## config.mk

```make
export PLATFORM = sky130hd
export DESIGN_NAME = calendar_date_stepper_unit
export DESIGN_NICKNAME = d
export VERILOG_FILES = /design/src/rtl/cdsu_pkg.sv /design/src/rtl/calendar_date_stepper_unit.sv
export SDC_FILE = /design/constraint.sdc
export NUM_CORES = 1
export LEC_CHECK = 0
export ABC_CLOCK_PERIOD_IN_PS = 7400
export BUFFER_PORTS_ARGS = -buffer_cell sky130_fd_sc_hd__buf_4
export CORE_MARGIN = 5
export CORE_UTILIZATION = 50
export DETAILED_ROUTE_END_ITERATION = 8
export HOLD_SLACK_MARGIN = 0.06
export PLACE_DENSITY = 0.7
export SLEW_MARGIN = 40
export SYNTH_ARGS = -nofsm -noshare
export SYNTH_HDL_FRONTEND = slang
export SYNTH_SLANG_ARGS = --single-unit
export TNS_END_PERCENT = 30
```

## constraint.sdc

```tcl
create_clock -name clk -period 7.4 [get_ports clk]
set_clock_uncertainty 0.05 [all_clocks]
set_input_delay 2.22 -clock clk [delete_from_list [all_inputs] [get_ports clk]]
set_output_delay 2.22 -clock clk [all_outputs]
set_load 0.02 [all_outputs]
```

## src/rtl/cdsu_pkg.sv

```systemverilog
// Shared types, constants and calendar helpers for the date stepper.
// No dependencies.
package cdsu_pkg;

    // Field widths
    localparam int MODE_W  = 3;
    localparam int VALUE_W = 14;
    localparam int YEAR_W  = 14;
    localparam int MONTH_W = 4;
    localparam int DAY_W   = 5;
    localparam int CENT_W  = 7;
    localparam int YY_W    = 7;

    // Year range
    localparam int YEAR_BITS  = 14;
    localparam int YEAR_CAP   = 9999;
    localparam int YEAR_MAX   = (((1 << YEAR_BITS) - 1) < YEAR_CAP) ?
                                ((1 << YEAR_BITS) - 1) : YEAR_CAP;
    localparam int FIRST_YEAR = 1900;
    localparam int MIN_SET_YEAR_RST = 1918;

    // Divide-by-100 via reciprocal: exact for values below 43690
    localparam int DIV100_MUL   = 5243;
    localparam int DIV100_MUL_W = 13;
    localparam int DIV100_SHIFT = 19;
    localparam int QUOT_W       = 8;
    localparam int PROD_W       = VALUE_W + DIV100_MUL_W;

    // Mode codes
    localparam logic [MODE_W-1:0] MODE_INC_DAY   = 3'd0;
    localparam logic [MODE_W-1:0] MODE_DEC_DAY   = 3'd1;
    localparam logic [MODE_W-1:0] MODE_SET_YEAR  = 3'd2;
    localparam logic [MODE_W-1:0] MODE_SET_MONTH = 3'd3;
    localparam logic [MODE_W-1:0] MODE_SET_DAY   = 3'd4;

    // Month codes used by the logic
    localparam logic [MONTH_W-1:0] MONTH_JAN = 4'd1;
    localparam logic [MONTH_W-1:0] MONTH_FEB = 4'd2;
    localparam logic [MONTH_W-1:0] MONTH_DEC = 4'd12;

    // Register map
    localparam int APB_ADDR_W = 3;
    localparam int APB_DATA_W = 32;
    localparam logic [APB_ADDR_W-3:0] REG_MIN_SET_YEAR = '0;

    typedef struct packed {
        logic [MODE_W-1:0]  mode;
        logic [VALUE_W-1:0] value;
    } req_t;

    typedef struct packed {
        logic [YEAR_W-1:0]  cur_year;
        logic [MONTH_W-1:0] cur_month;
        logic [DAY_W-1:0]   cur_day;
        logic               leap_year;
        logic               accepted;
    } rsp_t;

    // Days in a month; months outside 1..12 give zero
    function automatic logic [DAY_W-1:0] month_days(input logic [MONTH_W-1:0] m,
                                                    input logic leap);
        logic [DAY_W-1:0] n;
        case (m)
            4'd1, 4'd3, 4'd5, 4'd7, 4'd8, 4'd10, 4'd12: n = 5'd31;
            4'd4, 4'd6, 4'd9, 4'd11:                    n = 5'd30;
            4'd2:                                       n = leap ? 5'd29 : 5'd28;
            default:                                    n = 5'd0;
        endcase
        return n;
    endfunction

    // Leap rule on a year held as century and year-of-century
    function automatic logic leap_of(input logic [CENT_W-1:0] cent,
                                     input logic [YY_W-1:0] yy);
        return (yy == '0) ? (cent[1:0] == 2'b00) : (yy[1:0] == 2'b00);
    endfunction

endpackage

```

## src/rtl/calendar_date_stepper_unit.sv

```systemverilog
// Calendar date stepper: Gregorian date register with day steps and set requests.
// Each request goes through the input register, then the response register.
// One request per cycle while rsp_stall is low, via a combinational date update.
// The year is kept both in binary and split as century / year-of-century for the leap rule.
// Reset (rst_n low, async) gives 1900-01-01, min_set_year = 1918, both stages empty.
// Depends on cdsu_pkg.
module calendar_date_stepper_unit
    import cdsu_pkg::*;
(
    input  logic                  clk,
    input  logic                  rst_n,
    // request channel
    input  logic                  req_valid,
    output logic                  req_stall,
    input  req_t                  req_beat,
    // response channel
    output logic                  rsp_valid,
    input  logic                  rsp_stall,
    output rsp_t                  rsp_beat,
    // register port
    input  logic                  psel,
    input  logic                  penable,
    input  logic                  pwrite,
    input  logic [APB_ADDR_W-1:0] paddr,
    input  logic [APB_DATA_W-1:0] pwdata,
    output logic [APB_DATA_W-1:0] prdata,
    output logic                  pready
);

    localparam logic [VALUE_W-1:0] FIRST_YEAR_V = VALUE_W'(FIRST_YEAR);
    localparam logic [VALUE_W-1:0] YEAR_MAX_V   = VALUE_W'(YEAR_MAX);
    localparam logic [VALUE_W-1:0] MONTH_MAX_V  = VALUE_W'(12);
    localparam logic [YY_W-1:0]    YY_LAST      = YY_W'(99);

    // Config register
    logic [VALUE_W-1:0] min_set_year_reg;
    logic               cfg_wr;
    logic               cfg_hit;

    // Input stage
    logic                s1_valid_reg;
    logic [MODE_W-1:0]   s1_mode_reg;
    logic [VALUE_W-1:0]  s1_value_reg;
    logic [QUOT_W-1:0]   s1_quot_reg;
    logic [PROD_W-1:0]   quot_prod;
    logic                req_take;
    logic                advance;

    // Date state
    logic [YEAR_W-1:0]   year_reg,  year_next;
    logic [CENT_W-1:0]   cent_reg,  cent_next;
    logic [YY_W-1:0]     yy_reg,    yy_next;
    logic [MONTH_W-1:0]  month_reg, month_next;
    logic [DAY_W-1:0]    day_reg,   day_next;
    logic                ok;

    // Output stage
    logic                rsp_valid_reg;
    rsp_t                rsp_beat_reg;

    // Update helpers
    logic                cur_leap;
    logic [DAY_W-1:0]    cur_dim;
    logic [MONTH_W-1:0]  month_dec;
    logic [VALUE_W-1:0]  hundreds;
    logic [VALUE_W-1:0]  set_rem;

    // Register port: always ready, word index taken from paddr
    assign pready  = 1'b1;
    assign cfg_hit = (paddr[APB_ADDR_W-1:2] == REG_MIN_SET_YEAR);
    assign cfg_wr  = psel && penable && pwrite && cfg_hit;
    assign prdata  = cfg_hit ? APB_DATA_W'(min_set_year_reg) : '0;

    always_ff @(posedge clk or negedge rst_n)
    begin
        if (!rst_n)
        begin
            min_set_year_reg <= VALUE_W'(MIN_SET_YEAR_RST);
        end
        else if (cfg_wr)
        begin
            min_set_year_reg <= pwdata[VALUE_W-1:0];
        end
    end

    // Handshake: input stage moves when the output slot is free or draining
    assign advance   = s1_valid_reg && (!rsp_valid_reg || !rsp_stall);
    assign req_stall = s1_valid_reg && !advance;
    assign req_take  = req_valid && !req_stall;

    // Quotient by 100 for set-year, computed on the way in
    assign quot_prod = PROD_W'(req_beat.value) * PROD_W'(DIV100_MUL);

    always_ff @(posedge clk or negedge rst_n)
    begin
        if (!rst_n)
        begin
            s1_valid_reg <= 1'b0;
        end
        else if (req_take)
        begin
            s1_valid_reg <= 1'b1;
        end
        else if (advance)
        begin
            s1_valid_reg <= 1'b0;
        end
    end

    always_ff @(posedge clk)
    begin
        if (req_take)
        begin
            s1_mode_reg  <= req_beat.mode;
            s1_value_reg <= req_beat.value;
            s1_quot_reg  <= quot_prod[DIV100_SHIFT +: QUOT_W];
        end
    end

    // Current month length
    assign cur_leap  = leap_of(cent_reg, yy_reg);
    assign cur_dim   = month_days(month_reg, cur_leap);
    assign month_dec = month_reg - MONTH_W'(1);

    // Year-of-century for a set-year value: value - 100 * quotient
    assign hundreds = VALUE_W'({s1_quot_reg, 6'b0}) + VALUE_W'({s1_quot_reg, 5'b0})
                    + VALUE_W'({s1_quot_reg, 2'b0});
    assign set_rem  = s1_value_reg - hundreds;

    // Date update
    always_comb
    begin
        year_next  = year_reg;
        cent_next  = cent_reg;
        yy_next    = yy_reg;
        month_next = month_reg;
        day_next   = day_reg;
        ok         = 1'b0;
        case (s1_mode_reg)
            MODE_INC_DAY:
            begin
                if (day_reg >= cur_dim)
                begin
                    if (month_reg >= MONTH_DEC)
                    begin
                        if (VALUE_W'(year_reg) < YEAR_MAX_V)
                        begin
                            year_next  = year_reg + YEAR_W'(1);
                            if (yy_reg == YY_LAST)
                            begin
                                yy_next   = '0;
                                cent_next = cent_reg + CENT_W'(1);
                            end
                            else
                            begin
                                yy_next = yy_reg + YY_W'(1);
                            end
                            month_next = MONTH_JAN;
                            day_next   = DAY_W'(1);
                            ok         = 1'b1;
                        end
                    end
                    else
                    begin
                        month_next = month_reg + MONTH_W'(1);
                        day_next   = DAY_W'(1);
                        ok         = 1'b1;
                    end
                end
                else
                begin
                    day_next = day_reg + DAY_W'(1);
                    ok       = 1'b1;
                end
            end
            MODE_DEC_DAY:
            begin
                if (day_reg > DAY_W'(1))
                begin
                    day_next = day_reg - DAY_W'(1);
                    ok       = 1'b1;
                end
                else if (month_reg > MONTH_JAN)
                begin
                    month_next = month_dec;
                    day_next   = month_days(month_dec, cur_leap);
                    ok         = 1'b1;
                end
                else if (VALUE_W'(year_reg) > FIRST_YEAR_V)
                begin
                    year_next = year_reg - YEAR_W'(1);
                    if (yy_reg == '0)
                    begin
                        yy_next   = YY_LAST;
                        cent_next = cent_reg - CENT_W'(1);
                    end
                    else
                    begin
                        yy_next = yy_reg - YY_W'(1);
                    end
                    month_next = MONTH_DEC;
                    day_next   = DAY_W'(31);
                    ok         = 1'b1;
                end
            end
            MODE_SET_YEAR:
            begin
                if (s1_value_reg >= min_set_year_reg && s1_value_reg >= FIRST_YEAR_V
                    && s1_value_reg <= YEAR_MAX_V)
                begin
                    year_next = YEAR_W'(s1_value_reg);
                    cent_next = s1_quot_reg[CENT_W-1:0];
                    yy_next   = set_rem[YY_W-1:0];
                    ok        = 1'b1;
                end
            end
            MODE_SET_MONTH:
            begin
                if (s1_value_reg >= VALUE_W'(1) && s1_value_reg <= MONTH_MAX_V)
                begin
                    month_next = s1_value_reg[MONTH_W-1:0];
                    ok         = 1'b1;
                end
            end
            MODE_SET_DAY:
            begin
                if (s1_value_reg >= VALUE_W'(1) && s1_value_reg <= VALUE_W'(cur_dim))
                begin
                    day_next = s1_value_reg[DAY_W-1:0];
                    ok       = 1'b1;
                end
            end
            default:
            begin
                ok = 1'b0;
            end
        endcase
    end

    // Date state registers
    always_ff @(posedge clk or negedge rst_n)
    begin
        if (!rst_n)
        begin
            year_reg  <= YEAR_W'(FIRST_YEAR);
            cent_reg  <= CENT_W'(FIRST_YEAR / 100);
            yy_reg    <= YY_W'(FIRST_YEAR % 100);
            month_reg <= MONTH_JAN;
            day_reg   <= DAY_W'(1);
        end
        else if (advance)
        begin
            year_reg  <= year_next;
            cent_reg  <= cent_next;
            yy_reg    <= yy_next;
            month_reg <= month_next;
            day_reg   <= day_next;
        end
    end

    // Response register
    always_ff @(posedge clk or negedge rst_n)
    begin
        if (!rst_n)
        begin
            rsp_valid_reg <= 1'b0;
        end
        else if (advance)
        begin
            rsp_valid_reg <= 1'b1;
        end
        else if (!rsp_stall)
        begin
            rsp_valid_reg <= 1'b0;
        end
    end

    always_ff @(posedge clk)
    begin
        if (advance)
        begin
            rsp_beat_reg.cur_year  <= year_next;
            rsp_beat_reg.cur_month <= month_next;
            rsp_beat_reg.cur_day   <= day_next;
            rsp_beat_reg.leap_year <= leap_of(cent_next, yy_next);
            rsp_beat_reg.accepted  <= ok;
        end
    end

    assign rsp_valid = rsp_valid_reg;
    assign rsp_beat  = rsp_beat_reg;

endmodule

```

Word-level counts from Yosys, hierarchy flattened

Cells that the tools add are included.

Bits in registers: 102
Bits in latches: 0
RAM bits: 0
Bits in read-only memories: 0
Input port bits: 59
Output and inout bits: 60
Word-level logic and storage cells: 176
Memories: 0

Add/subtract/negate cells: 13
Multiply operators: 1
Div/mod/pow operators: 0
Magnitude comparators: 12
Equality and inequality tests: 39
Shifts and indexed selects: 0
Multiplexer cells: 64
Bitwise operators: 1
Reductions and logical operators: 29

Operator list:

| operator                                                                          | count |
|---|---|
| 7-bit 2-to-1 mux                                                                  | 18 |
| 14-bit 2-to-1 mux                                                                 | 8 |
| 5-bit case mux with 3 select lines                                                | 3 |
| 14-bit case mux with 3 select lines                                               | 1 |
| 7-bit case mux with 3 select lines                                                | 2 |
| 4-bit == test, second input constant                                              | 10 |
| 5-bit 2-to-1 mux                                                                  | 7 |
| 4-bit by 3-bit == test with 1-bit output, second input constant                   | 8 |
| 4-bit 2-to-1 mux                                                                  | 7 |
| 14-bit by 13-bit multiplier with 26-bit output, second input constant             | 1 |
| 2-bit != test, second input constant                                              | 9 |
| 4-bit by 2-bit == test with 1-bit output, second input constant                   | 4 |
| 1-bit 2-to-1 mux                                                                  | 16 |
| 14-bit by 1-bit adder with 14-bit output, second input constant                   | 1 |
| 7-bit by 1-bit adder with 7-bit output, second input constant                     | 2 |
| 7-bit adder                                                                       | 2 |
| 14-bit by 1-bit >= comparator with 1-bit output, second input constant            | 1 |
| 14-bit by 11-bit >= comparator with 1-bit output, second input constant           | 1 |
| 14-bit >= comparator                                                              | 1 |
| 14-bit by 11-bit greater-than comparator with 1-bit output, second input constant | 1 |
| 14-bit <= comparator, second input constant                                       | 1 |
| 14-bit by 4-bit <= comparator with 1-bit output, second input constant            | 1 |
| 14-bit by 5-bit <= comparator with 1-bit output                                   | 1 |
| 7-bit zero test                                                                   | 2 |
| 31 further kinds                                                                  | 51 |

Logic depth before layout (Yosys ltp)

Word-level depth: 9
Mapped depth: 19
Depth with buffers taken out: 19

Least setup slack after synthesis

OpenSTA, ideal clock, no wires.

Path type: input port to flip-flop
Start: input req_beat[11] in the netlist's numbering
End: register s1_quot_reg[4], data pin
Setup time: 0.260 ns
Arrival: 6.180 ns
Required time: 7.090 ns
Path slack: 0.910 ns
Stages: 17
Buffers on the path: 0
Cells stage by stage: fa_1 ha_1 inv_1 fa_1 inv_1 fa_1 inv_1 fa_1 inv_1 ha_1 a2111oi_0 nand3_1 o21bai_1 nand2_1 o2111ai_1 a21oi_1 xnor2_1

Cells in the longest elaborated chain, start to end: 1

Ends and longest elaborated chain:

| what                                           | line                              | source |
|---|---|---|
| from (decl)                                    | calendar_date_stepper_unit.sv:15  | `input req_t req_beat,` |
| 14-bit by 13-bit multiplier with 26-bit output | calendar_date_stepper_unit.sv:92  | `assign quot_prod = PROD_W'(req_beat.value) * PROD_W'(DIV100_MUL);` |
| via quot_prod[23]                              | calendar_date_stepper_unit.sv:45  | `logic [PROD_W-1:0] quot_prod;` |
| to (signal assigned)                           | calendar_date_stepper_unit.sv:116 | `s1_quot_reg <= quot_prod[DIV100_SHIFT +: QUOT_W];` |
| to (decl)                                      | calendar_date_stepper_unit.sv:44  | `logic [QUOT_W-1:0] s1_quot_reg;` |

The timed path passes the listed nets, and every way through them passes these cells.
A chain may end at the register's enable or synchronous reset.

Final worst setup path

Start: input req_beat[4] in the netlist's numbering
End: register s1_quot_reg[4], data pin

Same word-level chain as after synthesis.

==> flow_metrics.tcl <==
set metrics [dict create \
    htree_levels 3 \
    gp_congestion 0.9357 \
    drv_cap 0 \
    setup_violations 0 \
    synth-edff-count 47 \
    insertion_delay_ns 0.36 \
    vias_per_cell 5.797 \
    io_pins 119 \
    initial_utilization_pct 50.39 \
    yosysTopAreaCell "ha_1" \
    startpoint "req_beat[4]" \
    place_area_um2 10830 \
    grt-ovfl-total 0 \
    routed.top_layer "met4" \
    stdcell_area_um2 11130 \
    finalCriticalPeriod_ns 6.702 \
    cp.arrival_ns 6.76 \
    wirelength_um 25860 \
    yosysWarnings 0 \
    finalHoldViolCount 0 \
    r2r_end "rsp_beat[1]" \
    grt_pass1_vias 8287 \
    synth_compound_area_share_pct 16.54 \
    synth_top_cells_by_count "inv_1 (160), ha_1 (129), nand2_1 (87), nor2_1 (77), fa_1 (62)" \
    grt_max_degree 49 \
    report.final.slew_viol_count 0 \
    grt_pass1_wl_um 42770 \
    synth_cell_types 85 \
    fin_crit_sh_pct 90.57 \
    hpwl_um 19920 \
    rows 52 \
    clk_path_buf_depth 2 \
    cp_data_required_time_ns 7.46 \
    synth_top_family_by_area "adder cells" \
    yosysMostFrequentCell "inv_1" \
    die_w_um 152.1 \
    cts_hold_buf 0 \
    postSynthCellCount 1107 \
    die_h_um 152.1 \
    critPathCapture "s1_quot_reg[4]" \
    nFillCells 1857 \
    rsz0062_at_grt "no" \
    antenna_found_initial 0 \
    synth.area.top_cells "ha_1 (16%), edfxtp_1 (14%), fa_1 (12%)" \
    clk_pin_slew_worst_paths_ns 0.07 \
    core_area_um2 20040 \
    track_usage_pct 22.48 \
    leakage_uw 0.005088 \
    ant_nets 0 \
    ys_async_sr_fraction_pct 50.53 \
    syn_to_final_growth_pct 10.20 \
    synth_top_flop_cell "edfxtp_1" \
    cts_resized 0 \
    layout-drive-gt1-share_pct 14.22 \
    die_area_um2 23140 \
    synthAdderAreaFrac_pct 28.28 \
    synthMuxAreaShare_pct 3.470 \
    dp_slack_ns 0.3961 \
    drt_iter0_drc 823 \
    io_buffers 79 \
    cts_buffers 9 \
    vias 8331 \
    synth-xor-area-share_pct 2.689 \
    crit_path_end_kind "flop" \
    setup_ws_ns 0.6982 \
    cts_tree "yes" \
    drcViolationCount 0 \
    netlist_area_um2 10100 \
    p_per_area_nw_per_um2 300.0 \
    clock_sinks 95 \
    wl_per_cell_um 18.00 \
    synth_seq_area_share_pct 26.12 \
    synth_top_cell_area_share_pct 15.99 \
    finalNetCount 1412 \
    r2r_start "yy_reg[2]" \
    yosys.area_share.simple_pct 13.56 \
    outcome "completed" \
    wl_met2_um 11860 \
    fin_setup_tns_ns 0 \
    met1Wirelength_um 11360 \
    hold_path_class "reg2reg" \
    critPathKind "in2reg" \
    critPathMaxFanout 6 \
    met3_length_um 1950 \
    ys_ff_latch 95 \
    ir_worst_vdd_mv 0.1666 \
    slew_headroom_pct 42.50 \
    num_antenna_cells 0 \
    r2r_slack_ns 2.56 \
    fmax_mhz 149.2 \
    drtPass1Iterations 8 \
    largest_reg_flops 25 \
    cts_root_buffer "clkbuf_16" \
    syn_area_per_cell_um2 9.121 \
    worstMarginPinSlew_ns 0.8567 \
    r2r_cells 15 \
    cp-start-kind "primary input" \
    post-cts-setup-buffers 0 \
]
-- report_power, final --
group	switching (uW)	leakage, uW	internal [uW]
Combinational	1130	0.00392	835
Sequential	178	0.00102	724
Clock	208	0.000139	264
Total	1510	0.00509	1820
-- metal layers --
| layer | track usage (%) | up-vias |
|---|---|---|
| li1 | - | 3935 |
| met1 | 31.23 | 3983 |
| met2 | 35.50 | 359 |
| met3 | 4.238 | 54 |
| met4 | 7.663 | 0 |
| met5 | 0 | - |
-- worst min path at each step --
stage / startpoint / endpoint / cells past startpoint
6_report: s1_valid_reg / rsp_valid / 1
2_1_floorplan: s1_valid_reg / rsp_valid / 1
4_1_cts: s1_valid_reg / rsp_valid / 1
3_5_place_dp: s1_valid_reg / rsp_valid / 1
3_3_place_gp: s1_valid_reg / rsp_valid / 1
5_1_grt: min_set_year_reg[11] / min_set_year_reg[11] / 1
-- cells by family after synthesis --
kind of cell,count (synthesis)
xor+xnor,31
other cells,2
simple gates,279
mux,32
compound gates,254
buf+inv,223
fa+ha+maj,191
flops,95
-- through the flow --
stage	total power, uW	std cells	hold slack, ns	utilization [%]
5_1_grt	3691	1437	0.4786	55.53
6_report	3338	1437	0.4479	55.53
2_1_floorplan	2346	1124	0.4064	-
4_1_cts	3345	1437	0.4468	55.53
3_3_place_gp	2800	1421	0.4279	54.01
3_5_place_dp	2850	1421	0.4379	54.05
-- worst max-delay path: stages --
cell and delay, ns:
buf_4 0.15, ha_1 0.31, inv_1 0.06, fa_1 0.50
inv_1 0.04, ha_1 0.28, ha_1 0.27, inv_1 0.05
fa_1 0.53, inv_1 0.04, ha_1 0.27, and3_1 0.18
a31o_2 0.24, a21o_1 0.17, a2111oi_0 0.57, o21bai_1 0.24
nand2_1 0.14, o2111ai_1 0.17, a21oi_1 0.22, xnor2_1 0.08
-- layout make-up --
| class | count | area, um2 | share of cell area (%) |
|---|---|---|---|
| multi-input cells | 806 | 6594 | 59.26 |
| flip-flops and latches | 95 | 2638 | 23.70 |
| repair buffers | 86 | 645.6 | 5.802 |
| inverters | 164 | 615.6 | 5.532 |
| well taps | 270 | 337.8 | 3.036 |
| clock buffers | 10 | 229.0 | 2.058 |
| clock inverters | 6 | 67.56 | 0.6072 |
-- layout by cell type, fill, tap and decap left out, types with 6 or more instances in the layout --
cell type    n
a211oi_1    10
a21o_1       9
a21oi_1     57
a221oi_1     9
a31oi_1     13
and4_1       6
buf_4       86
clkbuf_16    9
conb_1      19
dfrtp_1     28
dfstp_2     20
edfxtp_1    47
fa_1        62
ha_1       129
inv_1      160
mux2_2      24
mux2i_1      8
nand2_1     87
nand2b_1     6
nand3_1     26
nand4_1     10
nor2_1      77
nor2b_1      6
nor3_1      23
nor4_1       6
o2111ai_1    7
o211ai_1     7
o21a_1      13
o21ai_0     59
o21ai_1     14
or3_1        7
xnor2_1     23
xor2_1       8
(Power assumes the default switching activity.)
